## src/fpm_pkg.sv

```systemverilog
// fpm_pkg: sizes, entry layouts, memory request structs and controller states
// for the flash page map with block compaction.
// No dependencies; every other file of the block imports it.
package fpm_pkg;

  // Geometry
  localparam int SUPERBLOCKS           = 4;
  localparam int PAGES_PER_BLOCK       = 16;
  localparam int BLOCKS_PER_SUPERBLOCK = 8;
  localparam int PAGES_PER_SUPERBLOCK  = PAGES_PER_BLOCK * BLOCKS_PER_SUPERBLOCK;
  localparam int PHYS_PAGES            = SUPERBLOCKS * PAGES_PER_SUPERBLOCK;
  localparam int LOGICAL_PAGES         = 512;

  // Widths
  localparam int LP_W    = 9;                              // logical page
  localparam int SB_W    = (SUPERBLOCKS > 1) ? $clog2(SUPERBLOCKS) : 1;
  localparam int PPB_W   = $clog2(PAGES_PER_BLOCK);        // page within block
  localparam int POS_W   = $clog2(PAGES_PER_SUPERBLOCK);   // pointer position
  localparam int PHYS_W  = $clog2(PHYS_PAGES);             // physical page
  localparam int CNT_W   = $clog2(PAGES_PER_BLOCK + 1);    // 0..PAGES_PER_BLOCK
  localparam int OUT_PG_W = 9;
  localparam int COPY_W  = 5;
  localparam int TOT_W   = 32;
  localparam int CLR_PAGES = (PHYS_PAGES > LOGICAL_PAGES) ? PHYS_PAGES : LOGICAL_PAGES;
  localparam int CLR_W   = $clog2(CLR_PAGES);

  // Status codes
  localparam logic STATUS_WRITTEN = 1'b0;
  localparam logic STATUS_REFUSED = 1'b1;

  // Forward map entry: logical -> physical
  typedef struct packed {
    logic              mapped;
    logic [PHYS_W-1:0] page;
  } fwd_entry_t;

  // Page table entry: invalid flag plus reverse map
  typedef struct packed {
    logic            invalid;
    logic [LP_W-1:0] lpage;
  } pt_entry_t;

  typedef struct packed {
    logic            we;
    logic [LP_W-1:0] waddr;
    fwd_entry_t      wdata;
    logic            re;
    logic [LP_W-1:0] raddr;
  } fwd_req_t;

  typedef struct packed {
    logic              we;
    logic [PHYS_W-1:0] waddr;
    pt_entry_t         wdata;
    logic              re;
    logic [PHYS_W-1:0] raddr;
  } pt_req_t;

  typedef enum logic [2:0] {
    ST_CLEAR,
    ST_IDLE,
    ST_SCAN,
    ST_TAIL,
    ST_REFUSE,
    ST_FWD_RD,
    ST_INVAL,
    ST_PLACE
  } fpm_state_t;

  // Physical page from superblock and pointer position
  function automatic logic [PHYS_W-1:0] phys_addr(input logic [SB_W-1:0] sb,
                                                  input logic [POS_W-1:0] pos);
    logic [PHYS_W-1:0] sb_base;
    sb_base = PHYS_W'(PHYS_W'(sb) << POS_W);
    return sb_base | PHYS_W'(pos);
  endfunction

endpackage

```

## src/fpm_if.sv

```systemverilog
// fpm_in_if / fpm_out_if: valid/ready channels carrying a logical page write
// and its result transaction. Depends on fpm_pkg for field widths.
interface fpm_in_if;
  import fpm_pkg::*;
  logic            valid;
  logic            ready;
  logic [LP_W-1:0] logical_page;

  modport source (output valid, output logical_page, input ready);
  modport sink   (input valid, input logical_page, output ready);
endinterface

interface fpm_out_if;
  import fpm_pkg::*;
  logic                valid;
  logic                ready;
  logic [OUT_PG_W-1:0] physical_page;
  logic                compaction_ran;
  logic [COPY_W-1:0]   pages_copied;
  logic                status;
  logic [TOT_W-1:0]    compaction_total;
  logic [TOT_W-1:0]    copies_total;

  modport source (output valid, output physical_page, output compaction_ran,
                  output pages_copied, output status, output compaction_total,
                  output copies_total, input ready);
  modport sink   (input valid, input physical_page, input compaction_ran,
                  input pages_copied, input status, input compaction_total,
                  input copies_total, output ready);
endinterface

```

## src/fpm_ctrl.sv

```systemverilog
// fpm_ctrl: sequencer for clearing, block compaction and page placement,
// write pointers, running counters and the result register.
// Depends on fpm_pkg and the channel interfaces in fpm_if.sv.
module fpm_ctrl (
  input  logic                 clk,
  input  logic                 rst_n,
  fpm_in_if.sink               in_chan,
  fpm_out_if.source            out_chan,
  output fpm_pkg::fwd_req_t    fwd_req,
  input  fpm_pkg::fwd_entry_t  fwd_rdata,
  output fpm_pkg::pt_req_t     pt_req,
  input  fpm_pkg::pt_entry_t   pt_rdata
);
  import fpm_pkg::*;

  fpm_state_t state_r, state_nxt;

  logic [CLR_W-1:0]  clr_r;
  logic [LP_W-1:0]   lp_r;
  logic [SB_W-1:0]   sb_r;
  logic [POS_W-1:0]  pos_r;
  logic [CNT_W-1:0]  rd_cnt_r;
  logic              pend_r;
  logic [CNT_W-1:0]  dst_r;
  logic [PPB_W-1:0]  tail_r;
  logic              ran_r;
  logic [POS_W-1:0]  wptr_r [SUPERBLOCKS];
  logic [SUPERBLOCKS-1:0] wrap_r;
  logic [TOT_W-1:0]  comp_cnt_r;
  logic [TOT_W-1:0]  copy_cnt_r;

  logic                out_valid_r;
  logic [OUT_PG_W-1:0] out_page_r;
  logic                out_ran_r;
  logic [COPY_W-1:0]   out_copied_r;
  logic                out_status_r;
  logic [TOT_W-1:0]    out_ctot_r;
  logic [TOT_W-1:0]    out_cptot_r;

  logic [POS_W-1:0]  ptr_nxt;
  logic              wrap_set;
  logic              in_fire;
  logic [SB_W-1:0]   in_sb;
  logic [POS_W-1:0]  in_pos;
  logic              scan_issue;
  logic              scan_done;
  logic              out_free;
  logic              out_ld;
  logic              refusing;
  logic [PHYS_W-1:0] phys_cur;

  // Page inside the block under compaction
  function automatic logic [PHYS_W-1:0] blk_page(input logic [SB_W-1:0] sb,
                                                 input logic [POS_W-1:0] pos,
                                                 input logic [PPB_W-1:0] off);
    return phys_addr(sb, {pos[POS_W-1:PPB_W], off});
  endfunction

  assign in_sb    = SB_W'(in_chan.logical_page % SUPERBLOCKS);
  assign in_pos   = wptr_r[in_sb];
  assign in_fire  = in_chan.valid && in_chan.ready;
  assign in_chan.ready = (state_r == ST_IDLE);

  assign scan_issue = (rd_cnt_r < CNT_W'(PAGES_PER_BLOCK));
  assign scan_done  = !scan_issue && !pend_r;
  assign out_free   = !out_valid_r || out_chan.ready;
  assign refusing   = (state_r == ST_REFUSE);
  assign out_ld     = out_free && ((state_r == ST_PLACE) || refusing);
  assign phys_cur   = phys_addr(sb_r, pos_r);

  // Pointer advance: one page after a write, a whole block after a refusal
  always_comb begin
    logic [POS_W:0] sum;
    sum      = '0;
    wrap_set = 1'b0;
    if (refusing) begin
      sum = {1'b0, pos_r} + (POS_W+1)'(PAGES_PER_BLOCK);
    end else begin
      sum = {1'b0, pos_r} + (POS_W+1)'(1);
    end
    if (sum >= (POS_W+1)'(PAGES_PER_SUPERBLOCK)) begin
      ptr_nxt  = '0;
      wrap_set = !refusing;
    end else begin
      ptr_nxt  = sum[POS_W-1:0];
    end
  end

  // Next state
  always_comb begin
    state_nxt = state_r;
    case (state_r)
      ST_CLEAR: begin
        if (clr_r == CLR_W'(CLR_PAGES - 1)) state_nxt = ST_IDLE;
      end
      ST_IDLE: begin
        if (in_fire) begin
          if (wrap_r[in_sb] && (in_pos[PPB_W-1:0] == '0)) state_nxt = ST_SCAN;
          else                                             state_nxt = ST_FWD_RD;
        end
      end
      ST_SCAN: begin
        if (scan_done) begin
          if (dst_r == CNT_W'(PAGES_PER_BLOCK)) state_nxt = ST_REFUSE;
          else                                  state_nxt = ST_TAIL;
        end
      end
      ST_TAIL: begin
        if (tail_r == PPB_W'(PAGES_PER_BLOCK - 1)) state_nxt = ST_FWD_RD;
      end
      ST_FWD_RD: state_nxt = ST_INVAL;
      ST_INVAL:  state_nxt = ST_PLACE;
      ST_PLACE:  if (out_free) state_nxt = ST_IDLE;
      ST_REFUSE: if (out_free) state_nxt = ST_IDLE;
      default:   state_nxt = ST_CLEAR;
    endcase
  end

  // Memory requests
  always_comb begin
    fwd_req = '0;
    pt_req  = '0;
    case (state_r)
      ST_CLEAR: begin
        fwd_req.we    = (clr_r < CLR_W'(LOGICAL_PAGES - 1)) ||
                        (clr_r == CLR_W'(LOGICAL_PAGES - 1));
        fwd_req.waddr = LP_W'(clr_r);
        fwd_req.wdata = '{mapped: 1'b0, page: '0};
        pt_req.we     = (clr_r < CLR_W'(PHYS_PAGES - 1)) ||
                        (clr_r == CLR_W'(PHYS_PAGES - 1));
        pt_req.waddr  = PHYS_W'(clr_r);
        pt_req.wdata  = '{invalid: 1'b1, lpage: '0};
      end
      ST_SCAN: begin
        // read page rd_cnt, move the page read last cycle down to dst
        pt_req.re    = scan_issue;
        pt_req.raddr = blk_page(sb_r, pos_r, rd_cnt_r[PPB_W-1:0]);
        if (pend_r && !pt_rdata.invalid) begin
          pt_req.we     = 1'b1;
          pt_req.waddr  = blk_page(sb_r, pos_r, dst_r[PPB_W-1:0]);
          pt_req.wdata  = '{invalid: 1'b0, lpage: pt_rdata.lpage};
          fwd_req.we    = 1'b1;
          fwd_req.waddr = pt_rdata.lpage;
          fwd_req.wdata = '{mapped: 1'b1,
                            page: blk_page(sb_r, pos_r, dst_r[PPB_W-1:0])};
        end
      end
      ST_TAIL: begin
        // free the rest of the block behind the copied pages
        pt_req.we    = 1'b1;
        pt_req.waddr = blk_page(sb_r, pos_r, tail_r);
        pt_req.wdata = '{invalid: 1'b1, lpage: '0};
      end
      ST_FWD_RD: begin
        fwd_req.re    = 1'b1;
        fwd_req.raddr = lp_r;
      end
      ST_INVAL: begin
        pt_req.we     = fwd_rdata.mapped;
        pt_req.waddr  = fwd_rdata.page;
        pt_req.wdata  = '{invalid: 1'b1, lpage: '0};
        fwd_req.we    = 1'b1;
        fwd_req.waddr = lp_r;
        fwd_req.wdata = '{mapped: 1'b1, page: phys_cur};
      end
      ST_PLACE: begin
        pt_req.we    = out_free;
        pt_req.waddr = phys_cur;
        pt_req.wdata = '{invalid: 1'b0, lpage: lp_r};
      end
      default: begin
        fwd_req = '0;
        pt_req  = '0;
      end
    endcase
  end

  // Control state
  always_ff @(posedge clk) begin
    if (!rst_n) begin
      state_r     <= ST_CLEAR;
      clr_r       <= '0;
      wptr_r      <= '{default: '0};
      wrap_r      <= '0;
      comp_cnt_r  <= '0;
      copy_cnt_r  <= '0;
      out_valid_r <= 1'b0;
    end else begin
      state_r <= state_nxt;
      if (state_r == ST_CLEAR) clr_r <= clr_r + CLR_W'(1);
      if ((state_r == ST_SCAN) && scan_done) begin
        comp_cnt_r <= comp_cnt_r + TOT_W'(1);
        copy_cnt_r <= copy_cnt_r + TOT_W'(dst_r);
      end
      if (out_ld) begin
        wptr_r[sb_r] <= ptr_nxt;
        if (wrap_set) wrap_r[sb_r] <= 1'b1;
      end
      if (out_ld)              out_valid_r <= 1'b1;
      else if (out_chan.ready) out_valid_r <= 1'b0;
    end
  end

  // Per-transaction working registers and result payload
  always_ff @(posedge clk) begin
    case (state_r)
      ST_IDLE: begin
        if (in_fire) begin
          lp_r     <= in_chan.logical_page;
          sb_r     <= in_sb;
          pos_r    <= in_pos;
          rd_cnt_r <= '0;
          pend_r   <= 1'b0;
          dst_r    <= '0;
          ran_r    <= 1'b0;
        end
      end
      ST_SCAN: begin
        pend_r <= scan_issue;
        if (scan_issue) rd_cnt_r <= rd_cnt_r + CNT_W'(1);
        if (pend_r && !pt_rdata.invalid) dst_r <= dst_r + CNT_W'(1);
        if (scan_done) begin
          ran_r  <= 1'b1;
          pos_r  <= {pos_r[POS_W-1:PPB_W], dst_r[PPB_W-1:0]};
          tail_r <= dst_r[PPB_W-1:0];
        end
      end
      ST_TAIL: tail_r <= tail_r + PPB_W'(1);
      default: ;
    endcase
    if (out_ld) begin
      out_page_r   <= refusing ? '0 : OUT_PG_W'(phys_cur);
      out_ran_r    <= ran_r;
      out_copied_r <= COPY_W'(dst_r);
      out_status_r <= refusing ? STATUS_REFUSED : STATUS_WRITTEN;
      out_ctot_r   <= comp_cnt_r;
      out_cptot_r  <= copy_cnt_r;
    end
  end

  assign out_chan.valid            = out_valid_r;
  assign out_chan.physical_page    = out_page_r;
  assign out_chan.compaction_ran   = out_ran_r;
  assign out_chan.pages_copied     = out_copied_r;
  assign out_chan.status           = out_status_r;
  assign out_chan.compaction_total = out_ctot_r;
  assign out_chan.copies_total     = out_cptot_r;

  // Compaction never moves a page upwards
  a_scan_down: assert property (@(posedge clk) disable iff (!rst_n)
    (state_r == ST_SCAN && pend_r) |-> (dst_r < rd_cnt_r))
    else $error("compaction destination passed the scan position");

  // A refusal only follows a wholly valid block
  a_refuse_full: assert property (@(posedge clk) disable iff (!rst_n)
    (state_r == ST_REFUSE) |-> (dst_r == CNT_W'(PAGES_PER_BLOCK)))
    else $error("refusal without a wholly valid block");

  // The old mapping never lands on the page being handed out
  a_old_ne_new: assert property (@(posedge clk) disable iff (!rst_n)
    (state_r == ST_INVAL && fwd_rdata.mapped) |-> (fwd_rdata.page != phys_cur))
    else $error("old mapping equals newly assigned page");

  // The compaction counter only moves at the end of a scan
  a_cnt_step: assert property (@(posedge clk) disable iff (!rst_n)
    (comp_cnt_r != $past(comp_cnt_r)) |-> ($past(state_r) == ST_SCAN))
    else $error("compaction counter moved outside a scan");

endmodule

```

## src/flat_wrapper.sv

```systemverilog
// flat-port wrapper written by rule: the top's interface ports become plain ports
module fpm_ctrl_flat import fpm_pkg::*;
  (clk, rst_n, fwd_req, fwd_rdata, pt_req, pt_rdata, in_chan_valid, in_chan_logical_page, in_chan_ready, out_chan_valid, out_chan_physical_page, out_chan_compaction_ran, out_chan_pages_copied, out_chan_status, out_chan_compaction_total, out_chan_copies_total, out_chan_ready);
  fpm_in_if in_chan_i ();
  fpm_out_if out_chan_i ();
  input  logic clk;
  input  logic rst_n;
  output fpm_pkg::fwd_req_t fwd_req;
  input  fpm_pkg::fwd_entry_t fwd_rdata;
  output fpm_pkg::pt_req_t pt_req;
  input  fpm_pkg::pt_entry_t pt_rdata;
  input wire logic [$bits(in_chan_i.valid)-1:0] in_chan_valid;
  input wire logic [$bits(in_chan_i.logical_page)-1:0] in_chan_logical_page;
  output wire logic [$bits(in_chan_i.ready)-1:0] in_chan_ready;
  output wire logic [$bits(out_chan_i.valid)-1:0] out_chan_valid;
  output wire logic [$bits(out_chan_i.physical_page)-1:0] out_chan_physical_page;
  output wire logic [$bits(out_chan_i.compaction_ran)-1:0] out_chan_compaction_ran;
  output wire logic [$bits(out_chan_i.pages_copied)-1:0] out_chan_pages_copied;
  output wire logic [$bits(out_chan_i.status)-1:0] out_chan_status;
  output wire logic [$bits(out_chan_i.compaction_total)-1:0] out_chan_compaction_total;
  output wire logic [$bits(out_chan_i.copies_total)-1:0] out_chan_copies_total;
  input wire logic [$bits(out_chan_i.ready)-1:0] out_chan_ready;
  assign in_chan_i.valid = in_chan_valid;
  assign in_chan_i.logical_page = in_chan_logical_page;
  assign in_chan_ready = in_chan_i.ready;
  assign out_chan_valid = out_chan_i.valid;
  assign out_chan_physical_page = out_chan_i.physical_page;
  assign out_chan_compaction_ran = out_chan_i.compaction_ran;
  assign out_chan_pages_copied = out_chan_i.pages_copied;
  assign out_chan_status = out_chan_i.status;
  assign out_chan_compaction_total = out_chan_i.compaction_total;
  assign out_chan_copies_total = out_chan_i.copies_total;
  assign out_chan_i.ready = out_chan_ready;
  fpm_ctrl u_core (.clk(clk), .rst_n(rst_n), .in_chan(in_chan_i), .out_chan(out_chan_i), .fwd_req(fwd_req), .fwd_rdata(fwd_rdata), .pt_req(pt_req), .pt_rdata(pt_rdata));
endmodule
```

## config.mk

```make
export PLATFORM = sky130hd
export DESIGN_NAME = fpm_ctrl_flat
export DESIGN_NICKNAME = d
export VERILOG_FILES = /design/src/fpm_pkg.sv /design/src/fpm_if.sv /design/src/fpm_ctrl.sv /design/src/flat_wrapper.sv
export SDC_FILE = /design/constraint.sdc
export NUM_CORES = 1
export LEC_CHECK = 0
export BUFFER_PORTS_ARGS = -buffer_cell sky130_fd_sc_hd__buf_4
export CELL_PAD_IN_SITES_DETAIL_PLACEMENT = 0
export CELL_PAD_IN_SITES_GLOBAL_PLACEMENT = 1
export CORE_MARGIN = 2
export CORE_UTILIZATION = 44
export DETAILED_ROUTE_END_ITERATION = 10
export GPL_TIMING_DRIVEN = 0
export PLACE_DENSITY = 0.82
export SKIP_CTS_REPAIR_TIMING = 1
export SLEW_MARGIN = 20
export SYNTH_ARGS = -nofsm -noshare
export SYNTH_HDL_FRONTEND = slang
export SYNTH_SLANG_ARGS = --single-unit
```

## constraint.sdc

```tcl
create_clock -name clk -period 5.1 [get_ports clk]
set_clock_uncertainty 0.05 [all_clocks]
set_input_delay 0.255 -clock clk [delete_from_list [all_inputs] [get_ports clk]]
set_output_delay 0.255 -clock clk [all_outputs]
set_load 0.01 [all_outputs]
```

==> summary.md, run 1 <==
| Metric | Value |
|---|---|
| GPL Wtd Cong | `roughly 0.87` |
| Slowest-stage cell, CP | `buf_1` |
| RR Endpoint | `u_core.copy_cnt_r[30]` |
| Total CTS buffers | `24` |
| Max-slew violations | `0` |
| M2 GR Usage | `0.346` |
| Hpwl dp | `approximately 18000 um` |
| M3 GR Usage | `0.0304` |
| Critical path class | `reg -> out` |
| Final hold violations | `0` |
| Drt wl/cell | `18.2 um` |
| Clk_lat worst skew | `510 ps` |
| Core Util, Final | `0.566` |
| Total Neg Setup Slack | `0 ps` |
| Grt ovf | `0` |
| Status | `completed` |
| Crit share post-route | `0.650` |
| Global-route wire length before repair | `39900 um` |
| Most frequent cells in the layout | `buf_4, nor2_1, edfxtp_1` |
| 1st-iter DRT viols | `629` |
| Async set-reset flop share out of synthesis | `0` |
| Commonest non-fill, non-tap cell in the layout | `buf_4` |
| Setup WS pre-CTS | `1900 ps` |
| Final Cell Area | `12300 sq um` |
| Yosys cell types | `64` |
| Final Net Count | `about 1100` |
| Placement Cell Area | `~11000 sq um` |
| First drt pass iteration count | `7` |
| Core Footprint | `21800 sq um` |
| DRT antenna net count | `0` |
| EDFF count, synth | `112` |
| Die footprint | `23300 sq um` |
| Largest cells by area after synthesis | `edfxtp_1, dfxtp_1, nor2_1` |
| Clk root buf | `clkbuf_16` |
| Final WS setup | `1780 ps` |
| Clock sinks | `between 200 and 250` |
| Worst hold path class | `in -> reg` |
| Final setup fails | `0` |
| #FFs+latches synth | `about 220` |
| Largest net degree at the start of global routing | `49` |
| # fillers | `1914` |
| Relative slew slack | `0.506` |
| # rows | `54` |
| Deepest level of the CTS H-tree | `1` |
| Gr usage total | `0.212` |
| Critical path capture point type | `primary output` |
| Worst Path Arrival | `3010 ps` |
| Area Overhead vs Synth | `26.6%` |
| Data required, critical path | `4800 ps` |
| Peak VDD IR | `approximately 0.00021 V` |
| Minimum clock period after layout | `about 3300 ps` |
| Post-synth top area share | `0.346` |
| Effective utilization at floorplan | `0.447` |
| Leakage | `0.00468 uW` |
| Post-synth top flop | `edfxtp_1` |
| Cell Chain, Critical Path | `inv_2 -> nand3_2 -> inv_2 -> and3_1 -> clkbuf_1 -> buf_1 -> nand2_1 -> nand3_1 -> buf_4` |
| Width of the die | `153 um` |
| R2r worst-path depth | `9` |
| Via count | `7659` |
| Met1 usage | `0.300` |
| Clock transition at the registers of the reported paths | `60 ps` |
| Cell count after synthesis | `887` |
| Clock buffer depth | `3` |
| Layout cell share with drive strength beyond 1 | `0.218` |
| Busiest grt layer | `met2` |
| PwrDens | `316 nW/um^2` |
| Post-synth net total | `935` |
| R2R setup slack | `1930 ps` |
| DRT Wirelength | `about 25000 um` |
| Most frequent CP cell | `inv_2` |
| Inserted Diodes | `0` |
| Top Ports | `approximately 180` |
| Hold path start | `out_chan_ready` |
| Reg2reg start | `u_core.dst_r[0]` |
| Port bufs | `174` |
| Cell accounting for the most synthesized area | `edfxtp_1` |
| Synthesized cell area | `between 9000 and 10000 sq um` |
| CP Max Fanout | `10` |
| PnR Total Power | `3890 uW` |
| Mean Syn Cell Area | `11.0 sq um` |
| Unrepaired setup endpoints after global routing | `false` |
| Max Cap Viol | `0` |
| Worst slew pin tran | `739 ps` |
| Register area share after synthesis | `0.571` |
| Die height | `153 um` |
| CTS tree | `yes` |
| Hold endpoint | `u_core.out_chan.valid` |
| Vias in the first global route | `7188` |
| Initial antenna violation count | `0` |
| Fmax | `~0.30 GHz` |
| Max stage delay on crit path | `480 ps` |
| Synthesis Warnings | `0` |
| Via density | `5.49` |
| # DRC | `0` |
| Delay-heaviest family, CP | `buffers and inverters` |
| Element type at the critical path start | `register` |
| Hold path cells | `3` |
| CP Buf/Inv Count | `5` |
-- final cells by class --
class / count / area, sq um / share of cell area
plain buffers: 54 / 213 / 0.0173
repair buffers: 185 / 1430 / 0.116
flip-flops and latches: 221 / 5550 / 0.451
inverters: 18 / 67.6 / 0.00549
clock buffers: 36 / 718 / 0.0584
multi-input cells: 594 / 3900 / 0.317
well taps: 280 / 350 / 0.0285
clock inverters: 8 / 90.1 / 0.00732
-- where the power goes --
group	internal, uW	switching (uW)
sequential	1880	27.6
combinational	95.3	135
clock	1070	674
-- registers in the layout, indices dropped and copies added, names as in the netlist, 7 cells and up --
signal,cells
u_core.comp_cnt_r,32
u_core.copy_cnt_r,32
u_core.out_chan.compaction_total,32
u_core.out_chan.copies_total,32
u_core.wptr_r,28
u_core.clr_r,9
u_core.out_chan.physical_page,9
u_core.lp_r,8
u_core.pos_r,7
-- cell usage after synthesis (all sizes together), types with 12 or more instances --
| master | instances |
|---|---|
| nand4 | 22 |
| dfxtp | 109 |
| and3 | 15 |
| ha | 14 |
| o21ai | 22 |
| a21oi | 49 |
| mux2i | 20 |
| nand3 | 32 |
| inv | 18 |
| xnor2 | 27 |
| nor2 | 113 |
| xor2 | 31 |
| edfxtp | 112 |
| and2 | 44 |
| or3 | 12 |
| nand2 | 60 |
| clkbuf | 44 |
| a22o | 12 |
-- worst max path at each step --
stage,startpoint,endpoint,cells past startpoint
after global placement,u_core.state_r[0],u_core.wptr_r[19],8
after global routing,u_core.state_r[2],fwd_req[21],9
after floorplan,u_core.state_r[0],u_core.wptr_r[17],8
final,u_core.state_r[2],pt_req[20],9
after detailed placement,u_core.dst_r[0],u_core.copy_cnt_r[30],9
after CTS,u_core.state_r[2],pt_req[20],9
-- worst min-delay path: cells and delay by family --
family                 cells  cell delay [ps]
AO/OA/AOI/OAI              1              100
buffers and inverters      1               70
AND/OR/NAND/NOR            1              200
-- layer usage --
| metal | part of all wire | routed length (um) | vias up |
|---|---|---|---|
| met5 | 0 | 0 | - |
| met4 | 0.018 | 459 | 0 |
| met3 | 0.056 | 1420 | 43 |
| met2 | 0.48 | 12200 | 233 |
| met1 | 0.45 | 11400 | 3725 |
| li1 | - | - | 3658 |
-- logic make-up (layout without fill, tap and decap cells) --
group	after synthesis	in the layout	share of synthesized area
simple gates	352	352	0.190
flops	221	221	0.571
compound gates	141	141	0.0994
buf+inv	72	301	0.0288
xor+xnor	58	58	0.0523
mux	28	28	0.0391
fa+ha+maj	15	15	0.0201
-- stage by stage --
stage	instances	hold slack (ps)
2_1_floorplan	887	304
3_3_place_gp	1341	353
3_5_place_dp	1342	380
4_1_cts	1386	-152
5_1_grt	1396	104
6_report	1396	125
No activity file was read; power rests on OpenSTA's default activity.
==> inputs of run 2 (changes only) <==
--- a/config.mk
+++ b/config.mk
@@ -9,10 +9,10 @@
 export CELL_PAD_IN_SITES_DETAIL_PLACEMENT = 0
 export CELL_PAD_IN_SITES_GLOBAL_PLACEMENT = 1
 export CORE_MARGIN = 2
-export CORE_UTILIZATION = 44
+export CORE_UTILIZATION = 40
 export DETAILED_ROUTE_END_ITERATION = 10
 export GPL_TIMING_DRIVEN = 0
-export PLACE_DENSITY = 0.82
+export PLACE_DENSITY = 0.79
 export SKIP_CTS_REPAIR_TIMING = 1
 export SLEW_MARGIN = 20
 export SYNTH_ARGS = -nofsm -noshare
==> constraint.sdc (replaced) <==
create_clock -name clk -period 2.8 [get_ports clk]
set_clock_uncertainty 0.05 [all_clocks]
set_input_delay 0.14 -clock clk [delete_from_list [all_inputs] [get_ports clk]]
set_output_delay 0.14 -clock clk [all_outputs]
set_load 0.01 [all_outputs]
==> run 2 against run 1 <==
Worst hold slack better by 73 ps. Clock power increased by 80%. Register-to-register slack got worse by 1800 ps. Sequential power is 83% higher. Sequential share of layout area shrank 0.47 points. Combinational power increased by 81%. Cell count grew 3.5%. Core utilization fell by 5.0 points. Final area increased by 1.1%. Flip-flop and latch count stayed put. Clock-buffer cell count decreased by 8.
==> summary.md, run 2 (synthesis gave the netlist of run 1 again) <==
| Metric | Value |
|---|---|
| Total CTS buffers | `24` |
| CP Max Fanout | `10` |
| Inserted Diodes | `0` |
| Clk root buf | `clkbuf_16` |
| Clock sinks | `221` |
| Slowest-stage cell, CP | `a222oi_1` |
| PwrDens | `567 nW/um^2` |
| Worst Path Arrival | `2490 ps` |
| Cell Chain, Critical Path | `inv_2 -> nand3_2 -> inv_2 -> and3_2 -> clkbuf_2 -> a222oi_1 -> inv_1 -> buf_4` |
| Core Util, Final | `0.516` |
| Leakage | `0.00473 uW` |
| Gr usage total | `0.185` |
| Grt ovf | `0` |
| Area Overhead vs Synth | `28.0%` |
| Data required, critical path | `2610 ps` |
| Worst slew pin tran | `750 ps` |
| GPL Wtd Cong | `a little over 0.8` |
| Max Cap Viol | `0` |
| Final setup fails | `0` |
| Most frequent CP cell | `inv_2` |
| Width of the die | `160 um` |
| Hpwl dp | `approximately 17000 um` |
| Final hold violations | `0` |
| Vias in the first global route | `6954` |
| Commonest non-fill, non-tap cell in the layout | `buf_4` |
| DRT Wirelength | `24400 um` |
| Deepest level of the CTS H-tree | `1` |
| Unrepaired setup endpoints after global routing | `false` |
| Critical path capture point type | `primary output` |
| Layout cell share with drive strength beyond 1 | `0.236` |
| Final Net Count | `roughly 1200` |
| Element type at the critical path start | `register` |
| Die height | `160 um` |
| Max stage delay on crit path | `approximately 390 ps` |
| Critical path class | `reg -> out` |
| Worst hold path class | `in -> reg` |
| Via count | `7409` |
| Comb pwr share | `0.059` |
| Relative slew slack | `0.495` |
| DRT antenna net count | `0` |
| # DRC | `0` |
| Via density | `5.13` |
| Sw Share | `0.223` |
| Minimum clock period after layout | `2680 ps` |
| Top Ports | `175` |
| Multi-input gate area | `3920 sq um` |
| Largest net degree at the start of global routing | `85` |
| Die footprint | `25600 sq um` |
| # rows | `57` |
| # fillers | `2211` |
| First drt pass iteration count | `6` |
| Drt wl/cell | `16.9 um` |
| Flip-flop and latch area | `5550 sq um` |
| Core Footprint | `between 20000 and 25000 sq um` |
| P_sw | `~1600 uW` |
| Clock buffer depth | `3` |
| Max-slew violations | `0` |
| Most frequent cells in the layout | `buf_4, edfxtp_1, nor2_1` |
| CTS tree | `yes` |
| Effective utilization at floorplan | `0.403` |
| Initial antenna violation count | `0` |
| Fmax | `0.374 GHz` |
| Status | `completed` |
| Global-route wire length before repair | `between 30000 and 40000 um` |
| Clock transition at the registers of the reported paths | `60 ps` |
| Flop pwr share | `0.494` |
| Crit share post-route | `0.956` |
| Port bufs | `174` |
| Peak VDD IR | `approximately 0.00043 V` |
| Clk_lat worst skew | `520 ps` |
| 1st-iter DRT viols | `542` |
| Total Neg Setup Slack | `0 ps` |
| Internal power | `5480 uW` |
| Clk pwr share | `0.447` |
run 2: cell types whose count changed in the layout (fill, tap and decap cells not counted), sizes merged, moves of 2 or more:
cell / before / now
clkbuf: 80 / 72
clkinv: 5 / 11
buf: 185 / 189
clkinvlp: 0 / 2
run 2: critical path: cells and delay by family (launching register included):
kind,cells,cell delay [ps]
AOI/OAI and AO/OA,1,390
and+or+nand+nor,2,520
buffers and inverters,5,680
DFF,1,380
run 2: path summary, 6_finish.rpt:
path / slack, ps / start / to / depth (start not counted)
max: 120 / u_core.state_r[2] / fwd_req[20] / 8
min: 200 / in_chan_valid / u_core.pend_r / 3
max reg2reg: 140 / u_core.dst_r[0] / u_core.copy_cnt_r[30] / 9
min reg2reg: 370 / u_core.ran_r / u_core.out_chan.compaction_ran / 0
run 2: final cells by class:
type,instances,share of cell area
Clock buffer,28,0.0495
Tap cell,324,0.0326
Buffer,53,0.0177
Timing Repair Buffer,191,0.119
Clock inverter,16,0.0146
Multi-Input combinational cell,594,0.315
Sequential cell,221,0.446
Inverter,18,0.00543
run 2: metal layers:
metal,GRT usage,share of wire,vias to the layer above
met2,0.291,0.46,184
li1,-,-,3661
met5,0,0,-
met4,0.0557,0.023,0
met1,0.266,0.47,3523
met3,0.0286,0.047,41
run 2: power groups by stage:
| stage | logic (uW) | registers, uW | clock network (uW) |
|---|---|---|---|
| 2_1_floorplan | 220 | 3540 | 0 |
| 3_3_place_gp | 394 | 3560 | 0 |
| 3_5_place_dp | 397 | 3560 | 0 |
| 4_1_cts | 398 | 3490 | 3220 |
| 5_1_grt | 462 | 3490 | 3350 |
| 6_report | 418 | 3490 | 3150 |
run 2: through the flow:
| stage | cells | hold slack [ps] | instance area [sq um] | power (uW) | worst slack, ps |
|---|---|---|---|---|---|
| global route | 1445 | 198 | 12400 | 7300 | 5.86 |
| finish | 1445 | 198 | 12400 | 7050 | 124 |
| global placement | 1385 | 269 | 11400 | 3950 | -416 |
| CTS | 1429 | -259 | 12200 | 7110 | -468 |
| detailed placement | 1385 | 269 | 11400 | 3950 | -438 |
| floorplan | 887 | 189 | 9720 | 3760 | 324 |
==> inputs of run 3 (changes only) <==
--- a/config.mk
+++ b/config.mk
@@ -5,14 +5,15 @@
 export SDC_FILE = /design/constraint.sdc
 export NUM_CORES = 1
 export LEC_CHECK = 0
+export ABC_AREA = 1
 export BUFFER_PORTS_ARGS = -buffer_cell sky130_fd_sc_hd__buf_4
 export CELL_PAD_IN_SITES_DETAIL_PLACEMENT = 0
 export CELL_PAD_IN_SITES_GLOBAL_PLACEMENT = 1
 export CORE_MARGIN = 2
-export CORE_UTILIZATION = 40
+export CORE_UTILIZATION = 38
 export DETAILED_ROUTE_END_ITERATION = 10
 export GPL_TIMING_DRIVEN = 0
-export PLACE_DENSITY = 0.79
+export PLACE_DENSITY = 0.78
 export SKIP_CTS_REPAIR_TIMING = 1
 export SLEW_MARGIN = 20
 export SYNTH_ARGS = -nofsm -noshare
==> constraint.sdc (replaced) <==
create_clock -name clk -period 2.8 [get_ports clk]
set_clock_uncertainty 0.05 [all_clocks]
set_input_delay 0 -clock clk [delete_from_list [all_inputs] [get_ports clk]]
set_output_delay 0 -clock clk [all_outputs]
set_load 0.01 [all_outputs]
==> run 3 against run 2 <==
Maximum frequency up 4.3%. Non-clock buffer count decreased by 21. Combinational power is 58% lower. Total power decreased by 2.2%. Core utilization shrank 2.8 points. Largest power group unchanged. Via count up 22%.
==> summary.md, run 3 <==
| Metric | Value |
|---|---|
| Status | `completed` |
| Post-synth top area share | `0.325` |
| Worst slew pin tran | `approximately 1000 ps` |
| Gr usage total | `0.207` |
| P_sw | `1450 uW` |
| Minimum clock period after layout | `2570 ps` |
| Largest cells by area after synthesis | `edfxtp_1, dfxtp_1, nand2_1` |
| Hpwl dp | `22500 um` |
| Cell accounting for the most synthesized area | `edfxtp_1` |
| Clk root buf | `clkbuf_16` |
| Most frequent cells in the layout | `nand2_1, nor2_1, buf_4` |
| Leakage | `0.00539 uW` |
| EDFF count, synth | `112` |
| Flip-flop and latch area | `5550 sq um` |
| Hold_ws | `around 140 ps` |
| Critical path class | `reg -> out` |
| Synthesized cell area | `10300 sq um` |
| First drt pass iteration count | `5` |
| Inserted Diodes | `0` |
| R2R setup slack | `between 200 and 300 ps` |
| DRT antenna net count | `0` |
| Post-synthesis mux area share | `0` |
| 1st-iter DRT viols | `605` |
| # rows | `60` |
| Top Ports | `175` |
| RR Endpoint | `u_core.copy_cnt_r[16]` |
| Total Neg Setup Slack | `0 ps` |
| Post-synth net total | `1292` |
| Internal power | `5450 uW` |
| Effective utilization at floorplan | `0.385` |
| Yosys cell types | `slightly below 50` |
| Compound-Gate Fraction of Synth Area | `0.115` |
| Area Overhead vs Synth | `26.7%` |
| Final setup fails | `0` |
| # DRC | `0` |
| Deepest level of the CTS H-tree | `1` |
| Via count | `9049` |
| PnR Total Power | `6900 uW` |
| Setup crit start | `u_core.state_r[2]` |
| GPL Wtd Cong | `between 0.8 and 0.9` |
| Most numerous cell in the Yosys netlist | `nand2_1` |
| CP endpoint | `pt_req[11]` |
| Setup WS pre-CTS | `-22.4 ps` |
| Drt wl/cell | `16.4 um` |
| PwrDens | `526 nW/um^2` |
| Die footprint | `28600 sq um` |
| Clock sinks | `221` |
| R2r worst-path depth | `10` |
| Largest family of logic cells by synthesized area | `simple AND/OR/NAND/NOR gates` |
| #FFs+latches synth | `221` |
| Peak VDD IR | `0.000366 V` |
| Core Util, Final | `0.488` |
| Worst hold path class | `in -> reg` |
| # fillers | `2637` |
| Crit share post-route | `0.917` |
| Width of the die | `about 170 um` |
| Via density | `4.97` |
| Hold path cells | `2` |
| Multi-input gate area | `4090 sq um` |
| Clock buffer depth | `3` |
| Unrepaired setup endpoints after global routing | `false` |
| Async set-reset flop share out of synthesis | `0` |
| Register area share after synthesis | `0.536` |
| Flop pwr share | `0.489` |
| Post-Synth Adder-Cell Area | `0.0189` |
| CTS tree | `yes` |
| Fmax | `approximately 0.4 GHz` |
| Element type at the critical path start | `register` |
| Mean Syn Cell Area | `8.32 sq um` |
| DRT Wirelength | `29900 um` |
| Post-synth top cells | `nand2_1, nor2_1, inv_1` |
| Data required, critical path | `2750 ps` |
| Synth Area in XOR/XNOR | `0.0152` |
| Post-synth top flop | `edfxtp_1` |
| Commonest non-fill, non-tap cell in the layout | `nand2_1` |
| Port bufs | `174` |
| CP Max Fanout | `10` |
| Max Cap Viol | `0` |
| Clock transition at the registers of the reported paths | `60 ps` |
| Final Net Count | `~1500` |
| Max-slew violations | `0` |
| Area share of and/or/nand/nor cells after synthesis | `0.245` |
| Final hold violations | `0` |
| Initial antenna violation count | `0` |
| Reg2reg start | `u_core.dst_r[0]` |
| Critical path capture point type | `primary output` |
| Relative slew slack | `0.310` |
| Grt ovf | `0` |
| Clk pwr share | `0.485` |
| Vias in the first global route | `8704` |
| Core Footprint | `roughly 27000 sq um` |
| Sw Share | `0.210` |
| Final WS setup | `234 ps` |
| Comb pwr share | `0.026` |
| Cell count after synthesis | `around 1200` |
| Largest net degree at the start of global routing | `33` |
| Synthesis Warnings | `0` |
| Worst Path Arrival | `between 2000 and 3000 ps` |
| Global-route wire length before repair | `46600 um` |
| Clk_lat worst skew | `530 ps` |
| Die height | `169 um` |
| Total CTS buffers | `25` |
| Layout cell share with drive strength beyond 1 | `0.179` |
run 3: cell types whose count changed in the layout (fill, tap and decap cells not counted), moves of 20 or more:
cell / delta
inv_1: +130
mux2i_1: -20
xnor2_1: -22
nand3_1: +27
o21ai_0: +76
a21oi_1: +43
nand2_1: +204
and2_1: -42
nor2_1: +67
nor3_1: +23
run 3: cell families after synthesis:
group	after synthesis
compound gates	221
xor+xnor	18
fa+ha+maj	15
buf+inv	184
flops	221
simple gates	585
run 3: layout make-up:
| type | count | area share |
|---|---|---|
| inverters | 149 | 0.0430 |
| clock inverters | 17 | 0.0133 |
| well taps | 341 | 0.0325 |
| repair buffers | 188 | 0.112 |
| clock buffers | 29 | 0.0513 |
| plain buffers | 35 | 0.0122 |
| flip-flops and latches | 221 | 0.423 |
| multi-input cells | 839 | 0.312 |
run 3: how the worst min path moves through the flow:
| stage | start | to | slack, ps |
|---|---|---|---|
| 2_1_floorplan | in_chan_logical_page[1] | u_core.lp_r[1] | 50 |
| 3_3_place_gp | in_chan_logical_page[2] | u_core.lp_r[2] | 130 |
| 3_5_place_dp | in_chan_logical_page[6] | u_core.lp_r[6] | 130 |
| 4_1_cts | in_chan_logical_page[5] | u_core.lp_r[5] | -430 |
| 5_1_grt | in_chan_logical_page[2] | u_core.lp_r[2] | 110 |
| 6_report | in_chan_logical_page[8] | u_core.lp_r[8] | 140 |
run 3: layer usage:
metal	global-route usage	up-vias	wire length (um)
li1	-	4569	-
met4	0.0543	0	584
met2	0.346	279	13700
met1	0.274	4160	13600
met5	0	-	0
met3	0.0433	41	2020
run 3: through the flow:
stage | instances | cell area [sq um]
after CTS | 1807 | 13000
final | 1819 | 13100
after global routing | 1819 | 13100
after floorplan | 1244 | 10300
after global placement | 1759 | 12100
after detailed placement | 1761 | 12100
run 3: power groups by stage:
| stage | combinational [uW] | clock [uW] | sequential [uW] |
|---|---|---|---|
| 2_1_floorplan | 75.7 | 0 | 3450 |
| 3_5_place_dp | 162 | 0 | 3450 |
| 4_1_cts | 163 | 3420 | 3380 |
| 6_report | 176 | 3350 | 3380 |
| 5_1_grt | 195 | 3560 | 3380 |
| 3_3_place_gp | 162 | 0 | 3450 |
run 3: critical path, stage by stage, from the launching register on:
cell     delay [ps]
dfxtp_1         300
buf_2           160
inv_2            80
nand2_2          70
nor2_4          220
nand2_1         200
inv_1           180
buf_2           290
nand2_1         110
o21ai_0         180
buf_4           200
